File: src/hw/rtl/scf_pkg.sv
// Shared constants, types and codes of the sliding correlation filter.
`timescale 1ns / 1ps
`default_nettype none

package scf_pkg;

    // Sizes of the filter.
    localparam int TAPS           = 16;
    localparam int SAMPLE_BITS    = 16;
    localparam int RESULT_BITS    = 36;
    localparam int PROD_BITS      = 2 * SAMPLE_BITS;
    localparam int COEF_IDX_BITS  = 4;
    localparam int MASK_LEN_BITS  = 5;
    localparam int MASK_LEN_RESET = 16;
    localparam int LEN_BITS       = $clog2(TAPS + 1);
    localparam int TAP_IDX_BITS   = (TAPS > 1) ? $clog2(TAPS) : 1;

    // Item mode codes.
    localparam logic MODE_COEF   = 1'b0;
    localparam logic MODE_SAMPLE = 1'b1;

    typedef logic signed [SAMPLE_BITS-1:0] sample_t;
    typedef logic signed [PROD_BITS-1:0]   prod_t;
    typedef logic signed [RESULT_BITS-1:0] acc_t;
    typedef logic [COEF_IDX_BITS-1:0]      coef_idx_t;
    typedef logic [MASK_LEN_BITS-1:0]      mask_len_t;
    typedef logic [LEN_BITS-1:0]           len_t;
    typedef logic [TAP_IDX_BITS-1:0]       tap_idx_t;

    // Moves shared by every cell of the chain.
    typedef struct packed {
        logic shift_sample;
        logic rotate_coef;
        logic shift_acoef;
    } cell_ctl_t;

endpackage

`default_nettype wire

File: src/hw/rtl/scf_cell.sv
// One cell of the correlation chain: a sample tap, a coefficient, a product and a partial sum.
`timescale 1ns / 1ps
`default_nettype none

module scf_cell (
    input  wire logic              clk,
    input  wire logic              rst_n,
    input  wire scf_pkg::cell_ctl_t ctl,
    input  wire logic              coef_wr,
    input  wire logic              acoef_wr,
    input  wire logic              in_window,
    input  wire scf_pkg::sample_t  wr_data,
    input  wire scf_pkg::sample_t  sample_in,
    input  wire scf_pkg::sample_t  coef_in,
    input  wire scf_pkg::sample_t  acoef_in,
    input  wire logic              tok_in,
    input  wire scf_pkg::acc_t     psum_in,
    output scf_pkg::sample_t       sample_out,
    output scf_pkg::sample_t       coef_out,
    output scf_pkg::sample_t       acoef_out,
    output logic                   tok_out,
    output scf_pkg::acc_t          psum_out
);

    scf_pkg::sample_t sample_reg, sample_next;
    scf_pkg::sample_t coef_reg, coef_next;
    scf_pkg::sample_t acoef_reg, acoef_next;
    scf_pkg::prod_t   prod_reg, prod_next;
    scf_pkg::acc_t    psum_reg, psum_next;
    logic             tok_reg;

    // The sample tap moves one place down the line on every pushed sample.
    assign sample_next = ctl.shift_sample ? sample_in : sample_reg;

    // Coefficient in natural order: written by index, rotated around the ring on a realign.
    always_comb
    begin
        coef_next = coef_reg;
        if (coef_wr)
        begin
            coef_next = wr_data;
        end
        else if (ctl.rotate_coef)
        begin
            coef_next = coef_in;
        end
    end

    // Coefficient aligned to this tap for the current mask length.
    always_comb
    begin
        acoef_next = acoef_reg;
        if (acoef_wr)
        begin
            acoef_next = wr_data;
        end
        else if (ctl.shift_acoef)
        begin
            acoef_next = acoef_in;
        end
    end

    // Product of the tap with its aligned coefficient, zero outside the window.
    always_comb
    begin
        prod_next = '0;
        if (in_window)
        begin
            prod_next = scf_pkg::prod_t'(sample_reg) * scf_pkg::prod_t'(acoef_reg);
        end
    end

    // The partial sum picks up this cell's product as the token passes.
    assign psum_next = tok_in ? (psum_in + scf_pkg::acc_t'(prod_reg)) : psum_reg;

    // State with a defined reset value.
    always_ff @(posedge clk or negedge rst_n)
    begin
        if (!rst_n)
        begin
            sample_reg <= '0;
            coef_reg   <= '0;
            acoef_reg  <= '0;
            tok_reg    <= 1'b0;
        end
        else
        begin
            sample_reg <= sample_next;
            coef_reg   <= coef_next;
            acoef_reg  <= acoef_next;
            tok_reg    <= tok_in;
        end
    end

    // Arithmetic registers.
    always_ff @(posedge clk)
    begin
        prod_reg <= prod_next;
        psum_reg <= psum_next;
    end

    assign sample_out = sample_reg;
    assign coef_out   = coef_reg;
    assign acoef_out  = acoef_reg;
    assign tok_out    = tok_reg;
    assign psum_out   = psum_reg;

endmodule

`default_nettype wire

File: config.mk
export PLATFORM = sky130hd
export DESIGN_NAME = scf_cell
export DESIGN_NICKNAME = d
export VERILOG_FILES = /design/src/hw/rtl/scf_pkg.sv /design/src/hw/rtl/scf_cell.sv
export SDC_FILE = /design/constraint.sdc
export NUM_CORES = 1
export LEC_CHECK = 0
export ABC_AREA = 1
export BUFFER_PORTS_ARGS = -buffer_cell sky130_fd_sc_hd__buf_2
export CORE_MARGIN = 2
export CORE_UTILIZATION = 62
export CTS_BUF_LIST = sky130_fd_sc_hd__clkbuf_8
export CTS_CLUSTER_DIAMETER = 120
export DETAILED_ROUTE_END_ITERATION = 7
export PLACE_DENSITY_LB_ADDON = 0.3
export SKIP_LAST_GASP = 1
export SLEW_MARGIN = 20
export SYNTH_ARGS = -nofsm -noshare
export SYNTH_HDL_FRONTEND = slang
export SYNTH_SLANG_ARGS = --single-unit
File: constraint.sdc
create_clock -name clk -period 6.9 [get_ports clk]
set_input_delay 0.345 -clock clk [delete_from_list [all_inputs] [get_ports clk]]
set_output_delay 0.345 -clock clk [all_outputs]
set_load 0.01 [all_outputs]
# [After elaboration in Yosys (flattened, before gate mapping)]
# Index checks and enable logic that the tools add are counted.
[totals] reg_bits=117 latch_bits=0 ramBits=0 mem_bits_ro=0 in_bits=109 out_inout_bits=85 word_cells=14 n_memories=0
[classes] n_addsub=1 multipliers=1 div=0 magnitude_cmp=0 eq_ne=0 n_shift=0 muxes=4 n_bitwise=0 n_reduce_logical=2
[op_table] op="$mux W16" n=4
[op_table] op="$add A36 B32 Y36" n=1
[op_table] op="$mul A16 B16 Y32" n=1
[op_table] op="$reduce_bool A2 Y1" n=2

# [Longest topological paths before layout]
# Gate-level depths: netlist of run 1.
[logic_depth] ltp_word=2 mapped_depth=28 ltp_nobuf=26

# [Worst setup path after synthesis of run 1]
# No wires, ideal clock.
[synth_timing] path_type="register -> register" start="register sample_reg[15] (netlist: sample_out[15])" end="register prod_reg[31]" setup_ns=0.113 t_arrival_ns=5.528 required_ns=6.787 setup_slack_ns=1.259 stages_incl_launch_ff=24 n_path_buf=2 period_less_slack_ns=5.641 cell_sequence="dfrtp_1 -> clkbuf_1 -> clkbuf_1 -> nand2_1 -> fa_1 -> inv_1 -> fa_1 -> inv_1 -> fa_1 -> fa_1 -> fa_1 -> fa_1 -> inv_1 -> ha_1 -> nand2_1 -> inv_1 -> nand2_1 -> nor3_1 -> and2_1 -> nand2_1 -> nand2_1 -> nand2_1 -> nand2_1 -> nor2_1"
[synth_between] elab_chain_len=1
[synth_lines] item="from (decl)" line_no="scf_cell.sv:25" text="scf_pkg::sample_t sample_reg, sample_next;"
[synth_lines] item="from (signal assigned)" line_no="scf_cell.sv:88" text="sample_reg <= sample_next;"
[synth_lines] item="$mul A16 B16 Y32" line_no="scf_cell.sv:69" text="prod_next = scf_pkg::prod_t'(sample_reg) * scf_pkg::prod_t'(acoef_reg);"
[synth_lines] item="to (signal assigned)" line_no="scf_cell.sv:98" text="prod_reg <= prod_next;"
[synth_lines] item="to (decl)" line_no="scf_cell.sv:28" text="scf_pkg::prod_t prod_reg, prod_next;"
# No other way between the ends.
# A chain may end at the register's enable or synchronous reset.

# [Final worst setup path of run 1]
[layout_timing] start="register acoef_reg[1] (netlist: acoef_out[1])" end="register prod_reg[31]"
[layout_between] elab_chain_len=1
[layout_lines] item="from (decl)" line_no="scf_cell.sv:27" text="scf_pkg::sample_t acoef_reg, acoef_next;"
[layout_lines] item="from (signal assigned)" line_no="scf_cell.sv:90" text="acoef_reg <= acoef_next;"
[layout_lines] item="$mul A16 B16 Y32" line_no="scf_cell.sv:69"
# No other way between the ends.

==> results of run 1 <==
[final timing paths]
check | startpoint | end | slack (ns) | depth (start not counted)
max | acoef_out[1]$_DFFE_PN0P_ | prod_reg[31]$_SDFF_PN0_ | 0.66 | 21
min | sample_in[6] | sample_out[6]$_DFFE_PN0P_ | 0.1 | 3
max reg2reg | acoef_out[1]$_DFFE_PN0P_ | prod_reg[31]$_SDFF_PN0_ | 0.66 | 21
min reg2reg | prod_reg[0]$_SDFF_PN0_ | psum_out[0]$_DFFE_PP_ | 0.52 | 1
max in group asynchronous | rst_n | sample_out[4]$_DFFE_PN0P_ | 5.91 | 3
min in group asynchronous | rst_n | coef_out[15]$_DFFE_PN0P_ | 0.54 | 3
[cells in the mapped netlist (20+ instances only)]
cell type	instances
a21oi_1	77
clkbuf_1	75
dfrtp_1	49
dfxtp_1	32
edfxtp_1	36
fa_1	263
ha_1	117
inv_1	612
nand2_1	665
nand3_1	65
nor2_1	166
nor3_1	24
o21ai_0	20
o22ai_1	32
[final cells by class]
type                    count  area [um2]
multi-input cells        1539       11800
fillers                  2360        8780
flip-flops and latches    117        2950
inverters                 613        2300
repair buffers            195         983
well taps                 378         473
clock buffers              17         234
clock inverters            15         143
[logic make-up after synthesis]
logic type                 share of synthesized area (%)
and+or+nand+nor                                     22.2
buffers and inverters                               15.0
adders and majority gates                           38.7
AOI/OAI and AO/OA                                   5.29
DFF                                                 16.9
xor gates and xnor gates                            1.21
muxes                                              0.647
[metrics by stage]
stage               hold slack (ns)  instances
CTS                          0.0755       2874
detailed placement            0.494       2841
global placement              0.492       2841
floorplan                    0.0494       2350
global route                 0.0941       2874
finish                       0.0968       2874
[cell usage in the layout (no fill, tap or decap), types with 17 or more instances in the layout]
cell,instances
fa_1,263
inv_1,614
dfxtp_1,32
nor2_1,166
nor3_1,24
nand3_1,65
a21oi_1,77
o21ai_0,20
o22ai_1,32
buf_2,193
edfxtp_1,36
ha_1,117
dfrtp_1,49
clkbuf_8,17
xor2_1,18
nand2_1,665
[worst min-delay path: stages]
cell and delay [ns]:
buf_2 0.08, nand2_1 0.04, o21ai_0 0.06
[what timing repair did]
item | in CTS | in global routing
hold endpoints to repair | 23 | 0
resized for setup | 0 | 0
hold buffers | 1 | 0
[per-layer routing]
| metal | share of wire, % | routed length (um) |
|---|---|---|
| met4 | 4.7 | 2160 |
| met5 | 0 | 0 |
| met1 | 39 | 18100 |
| met2 | 50 | 23000 |
| met3 | 6.4 | 2960 |
==> results_dict.tcl, run 1 <==
set metrics [dict create \
    status "finished, final reports clean" \
    top_usage_layer "met2" \
    skew_ns 0.0232 \
    cpPeakStageDelay_ns 0.84 \
    cts_root_buf "clkbuf_8" \
    max_freq_mhz 160 \
    ant_nets 0 \
    syn_area_um2 17400 \
    synth_area_leader_cell "fa_1" \
    firstDrtPassIters 5 \
    fin_setup_tns_ns 0 \
    fin_crit_ns 6.24 \
    synth-edff-count 36 \
    synth.distinct_cells 35 \
    crit_buf_inv 4 \
    post-place-ws_ns 0.740 \
    async_flop_share_pct 41.9 \
    final_nets 2972 \
    grt_pass1_wl_mm 76.7 \
    fp.coreArea_um2 27700 \
    slowest_stage "fa_1" \
    utilization_pct 68.3 \
    die_h_um 172 \
    ys_ff_latch 117 \
    grt_use_met3_pct 4.56 \
    drt_iter0_drc 966 \
    clkTransAtPathRegs_ns 0.09 \
    yosysSeqAreaShare_pct 16.9 \
    synth_ff_type "dfrtp_1" \
    startpoint_type "flip-flop" \
    clkLatencyLatePin_ns 0.46 \
    area_delta_synth_final_pct 8.75 \
    grt_pass1_vias 16000 \
    path_max_fanout 18 \
    maxCapViolCount 0 \
    h-tree-depth 4 \
    endpoint_kind "flip-flop" \
    largest_reg_flops 36 \
    dpl.hpwl_mm 38.7 \
    clkSinkCount 117 \
    die_w_um 172 \
    place_area_um2 18500 \
    wirelength_mm 46.2 \
    drv_slew 0 \
    hold_class "in -> reg" \
    cp.arrival_ns 6.58 \
    synth_nets 2839 \
    worst_pin_slew_ns 0.881 \
    diodes 0 \
    synth.top_cell.area_share_pct 30.3 \
    drive_gt1_share_pct 10.3 \
    max_slew_margin_pct 41.2 \
    cts_buffers 17 \
    route.detailed.drc 0 \
    fp-row-count 61 \
    synthCells 2350 \
    synth.area.top_cells "fa_1 (30%), nand2_1 (14%), inv_1 (13%)" \
    antenna_found_initial 0 \
    crit_chain "nand2_1 -> inv_1 -> fa_1 -> fa_1 -> inv_1 -> fa_1 -> fa_1 -> fa_1 -> fa_1 -> inv_1 -> ha_1 -> nand2_1 -> inv_1 -> nand2_1 -> nor3_1 -> and2_1 -> nand2_1 -> nand2_1 -> nand2_1 -> nand2_1 -> nor2_1" \
    grt_use_total_pct 33.7 \
    grt_max_degree 50 \
    vias_per_cell 5.29 \
    vias 15200 \
    met2_usage_pct 60.0 \
    finalWeightedCongestion 0.968 \
    start_util_pct 62.8 \
    cts_max_path_buffers 2 \
    rsz0062_at_grt "false" \
    cp_common_cell "nand2_1" \
    finish.instance_area_um2 18900 \
    critPathKind "reg -> reg" \
    wire_per_inst_um 16.1 \
    hold_violations 0 \
    io_pins 194 \
    cts_setup_buffers 0 \
    layout_setup_ws_ns 0.664 \
    synth.avg_cell_area_um2 7.40 \
    die-area_um2 29400 \
    setup_viol 0 \
    overflow 0 \
    cp_top_family "adder cells" \
    numPortBuffers 193 \
    required_ns 7.24 \
    gr-usage-met1_pct 40.4 \
    cts_tree "done" \
    ys_warn_count 0 \
    min_period_over_period_pct 90.4 \
]
Power of run 1 is left out: the tool's default activity adds up to more than one toggle a clock period on the data nets, which glitch-free logic cannot reach.
==> run 2, diff against run 1 <==
--- a/config.mk
+++ b/config.mk
@@ -15,2 +15,3 @@
 export PLACE_DENSITY_LB_ADDON = 0.3
+export RECOVER_POWER = 50
 export SKIP_LAST_GASP = 1
==> constraint.sdc (replaced) <==
create_clock -name clk -period 6.9 [get_ports clk]
set_input_delay 0 -clock clk [delete_from_list [all_inputs] [get_ports clk]]
set_output_delay 0 -clock clk [all_outputs]
set_load 0.01 [all_outputs]
==> results_dict.tcl, run 2 (synthesis gave the netlist of run 1 again) <==
set metrics [dict create \
    largest_reg_flops 36 \
    min_from "ctl[2]" \
    violations "max-capacitance violations, max-slew violations" \
    startpoint_type "flip-flop" \
    post-place-ws_ns 0.740 \
    maxCapViolCount 2 \
    cts_tree "done" \
    top_usage_layer "met2" \
    vias_per_cell 5.49 \
    fin_crit_ns 6.30 \
    cp.arrival_ns 6.65 \
    max_freq_mhz 159 \
    r2r-end "prod_reg[31]$_SDFF_PN0_" \
    r2r_setup_slack_ns 0.60 \
    vias 16300 \
    cts_buffers 17 \
    drt_iter0_drc 1273 \
    endpoint_kind "flip-flop" \
    start_util_pct 62.8 \
    min_period_over_period_pct 91.3 \
    critPathKind "reg -> reg" \
    required_ns 7.25 \
    wire_per_inst_um 17.9 \
    met2_usage_pct 65.1 \
    hold_end "sample_out[6]$_DFFE_PN0P_" \
    grt_use_total_pct 38.2 \
    wirelength_mm 53.1 \
    clkTransAtPathRegs_ns 0.09 \
    hold_violations 0 \
    max_slew_margin_pct -91.4 \
    cts_hold_buf 96 \
    die_h_um 172 \
    whs_ns 0.0556 \
    drv_slew 88 \
    io_pins 194 \
    area_delta_synth_final_pct 13.8 \
    grt_pass1_wl_mm 85.9 \
    cts_max_path_buffers 2 \
    cts_root_buf "clkbuf_8" \
    antenna_found_initial 0 \
    cts_resized 0 \
    rsz0062_at_grt "false" \
    numPortBuffers 193 \
    status "finished, violations left" \
    fp.coreArea_um2 27700 \
    worst_pin_slew_ns 2.87 \
    grt_max_degree 50 \
    ff2ff_path_depth 21 \
    final_nets 3067 \
    final_common_cell "nand2_1" \
    clkLatencyLatePin_ns 0.47 \
    clkSinkCount 117 \
    min_path_cells 3 \
    grt_pass1_vias 17500 \
    firstDrtPassIters 5 \
    fin_setup_tns_ns 0 \
    layout_common_cells "nand2_1 (665), inv_1 (614), fa_1 (263), nor2_1 (166), buf_2 (139)" \
    h-tree-depth 4 \
    drive_gt1_share_pct 7.83 \
    finalWeightedCongestion 0.968 \
    dpl.hpwl_mm 38.7 \
    cp-startpoint "sample_out[15]$_DFFE_PN0P_" \
    layout_setup_ws_ns 0.600 \
    die_w_um 172 \
    diodes 0 \
    ant_nets 0 \
    skew_ns 0.0208 \
    fin_cells 2969 \
    path_max_fanout 18 \
    cts_setup_buffers 0 \
    fp-row-count 61 \
    hold_class "in -> reg" \
    route.detailed.drc 0 \
    grt_use_met3_pct 6.95 \
    setup_viol 0 \
    die-area_um2 29400 \
    gr-usage-met1_pct 43.8 \
    placedCellCount 2841 \
    r2r-start "sample_out[15]$_DFFE_PN0P_" \
    overflow 0 \
]
## run 2: layout make-up
| type | instances | area (um2) |
|---|---|---|
| inverter | 613 | 2300 |
| sequential | 117 | 2950 |
| timing repair buffer | 290 | 1860 |
| fill | 2137 | 7910 |
| clock buffer | 17 | 234 |
| multi-input combinational | 1539 | 11800 |
| tap | 378 | 473 |
| clock inverter | 15 | 143 |
## run 2: worst max path at each step
stage / endpoint / cells after the start / slack [ns]
finish: prod_reg[31]$_SDFF_PN0_ / 21 / 0.60
global route: prod_reg[31]$_SDFF_PN0_ / 21 / 0.25
CTS: prod_reg[31]$_SDFF_PN0_ / 21 / 0.71
detailed placement: prod_reg[31]$_SDFF_PN0_ / 21 / 0.74
global placement: prod_reg[30]$_SDFF_PN0_ / 20 / 0.98
floorplan: prod_reg[31]$_SDFF_PN0_ / 23 / 1.26
## run 2: worst max-delay path, stage by stage (launching register included)
cell and delay [ns]:
dfrtp_1 0.82, nand2_1 0.24, inv_1 0.20, fa_1 0.57
fa_1 0.85, inv_1 0.14, fa_1 0.52, fa_1 0.57
fa_1 0.43, fa_1 0.49, inv_1 0.04, ha_1 0.36
nand2_1 0.11, inv_1 0.08, nand2_1 0.08, nor3_1 0.18
and2_1 0.16, nand2_1 0.05, nand2_1 0.11, nand2_1 0.06
nand2_1 0.06, nor2_1 0.05
## run 2: stage by stage
step                      util [%]  area [um2]
after detailed placement      66.9       18500
after CTS                     71.7       19900
after global routing          71.5       19800
final                         71.5       19800
after floorplan                  -       17400
after global placement        66.9       18500
## run 2: layer usage
metal  vias to the layer above  routed length (um)
met2                       979               25100
met3                       341                4460
li1                       7349                   -
met1                      7634               19400
met5                         -                   0
met4                         0                4090
Power of run 2 is left out for the same reason.
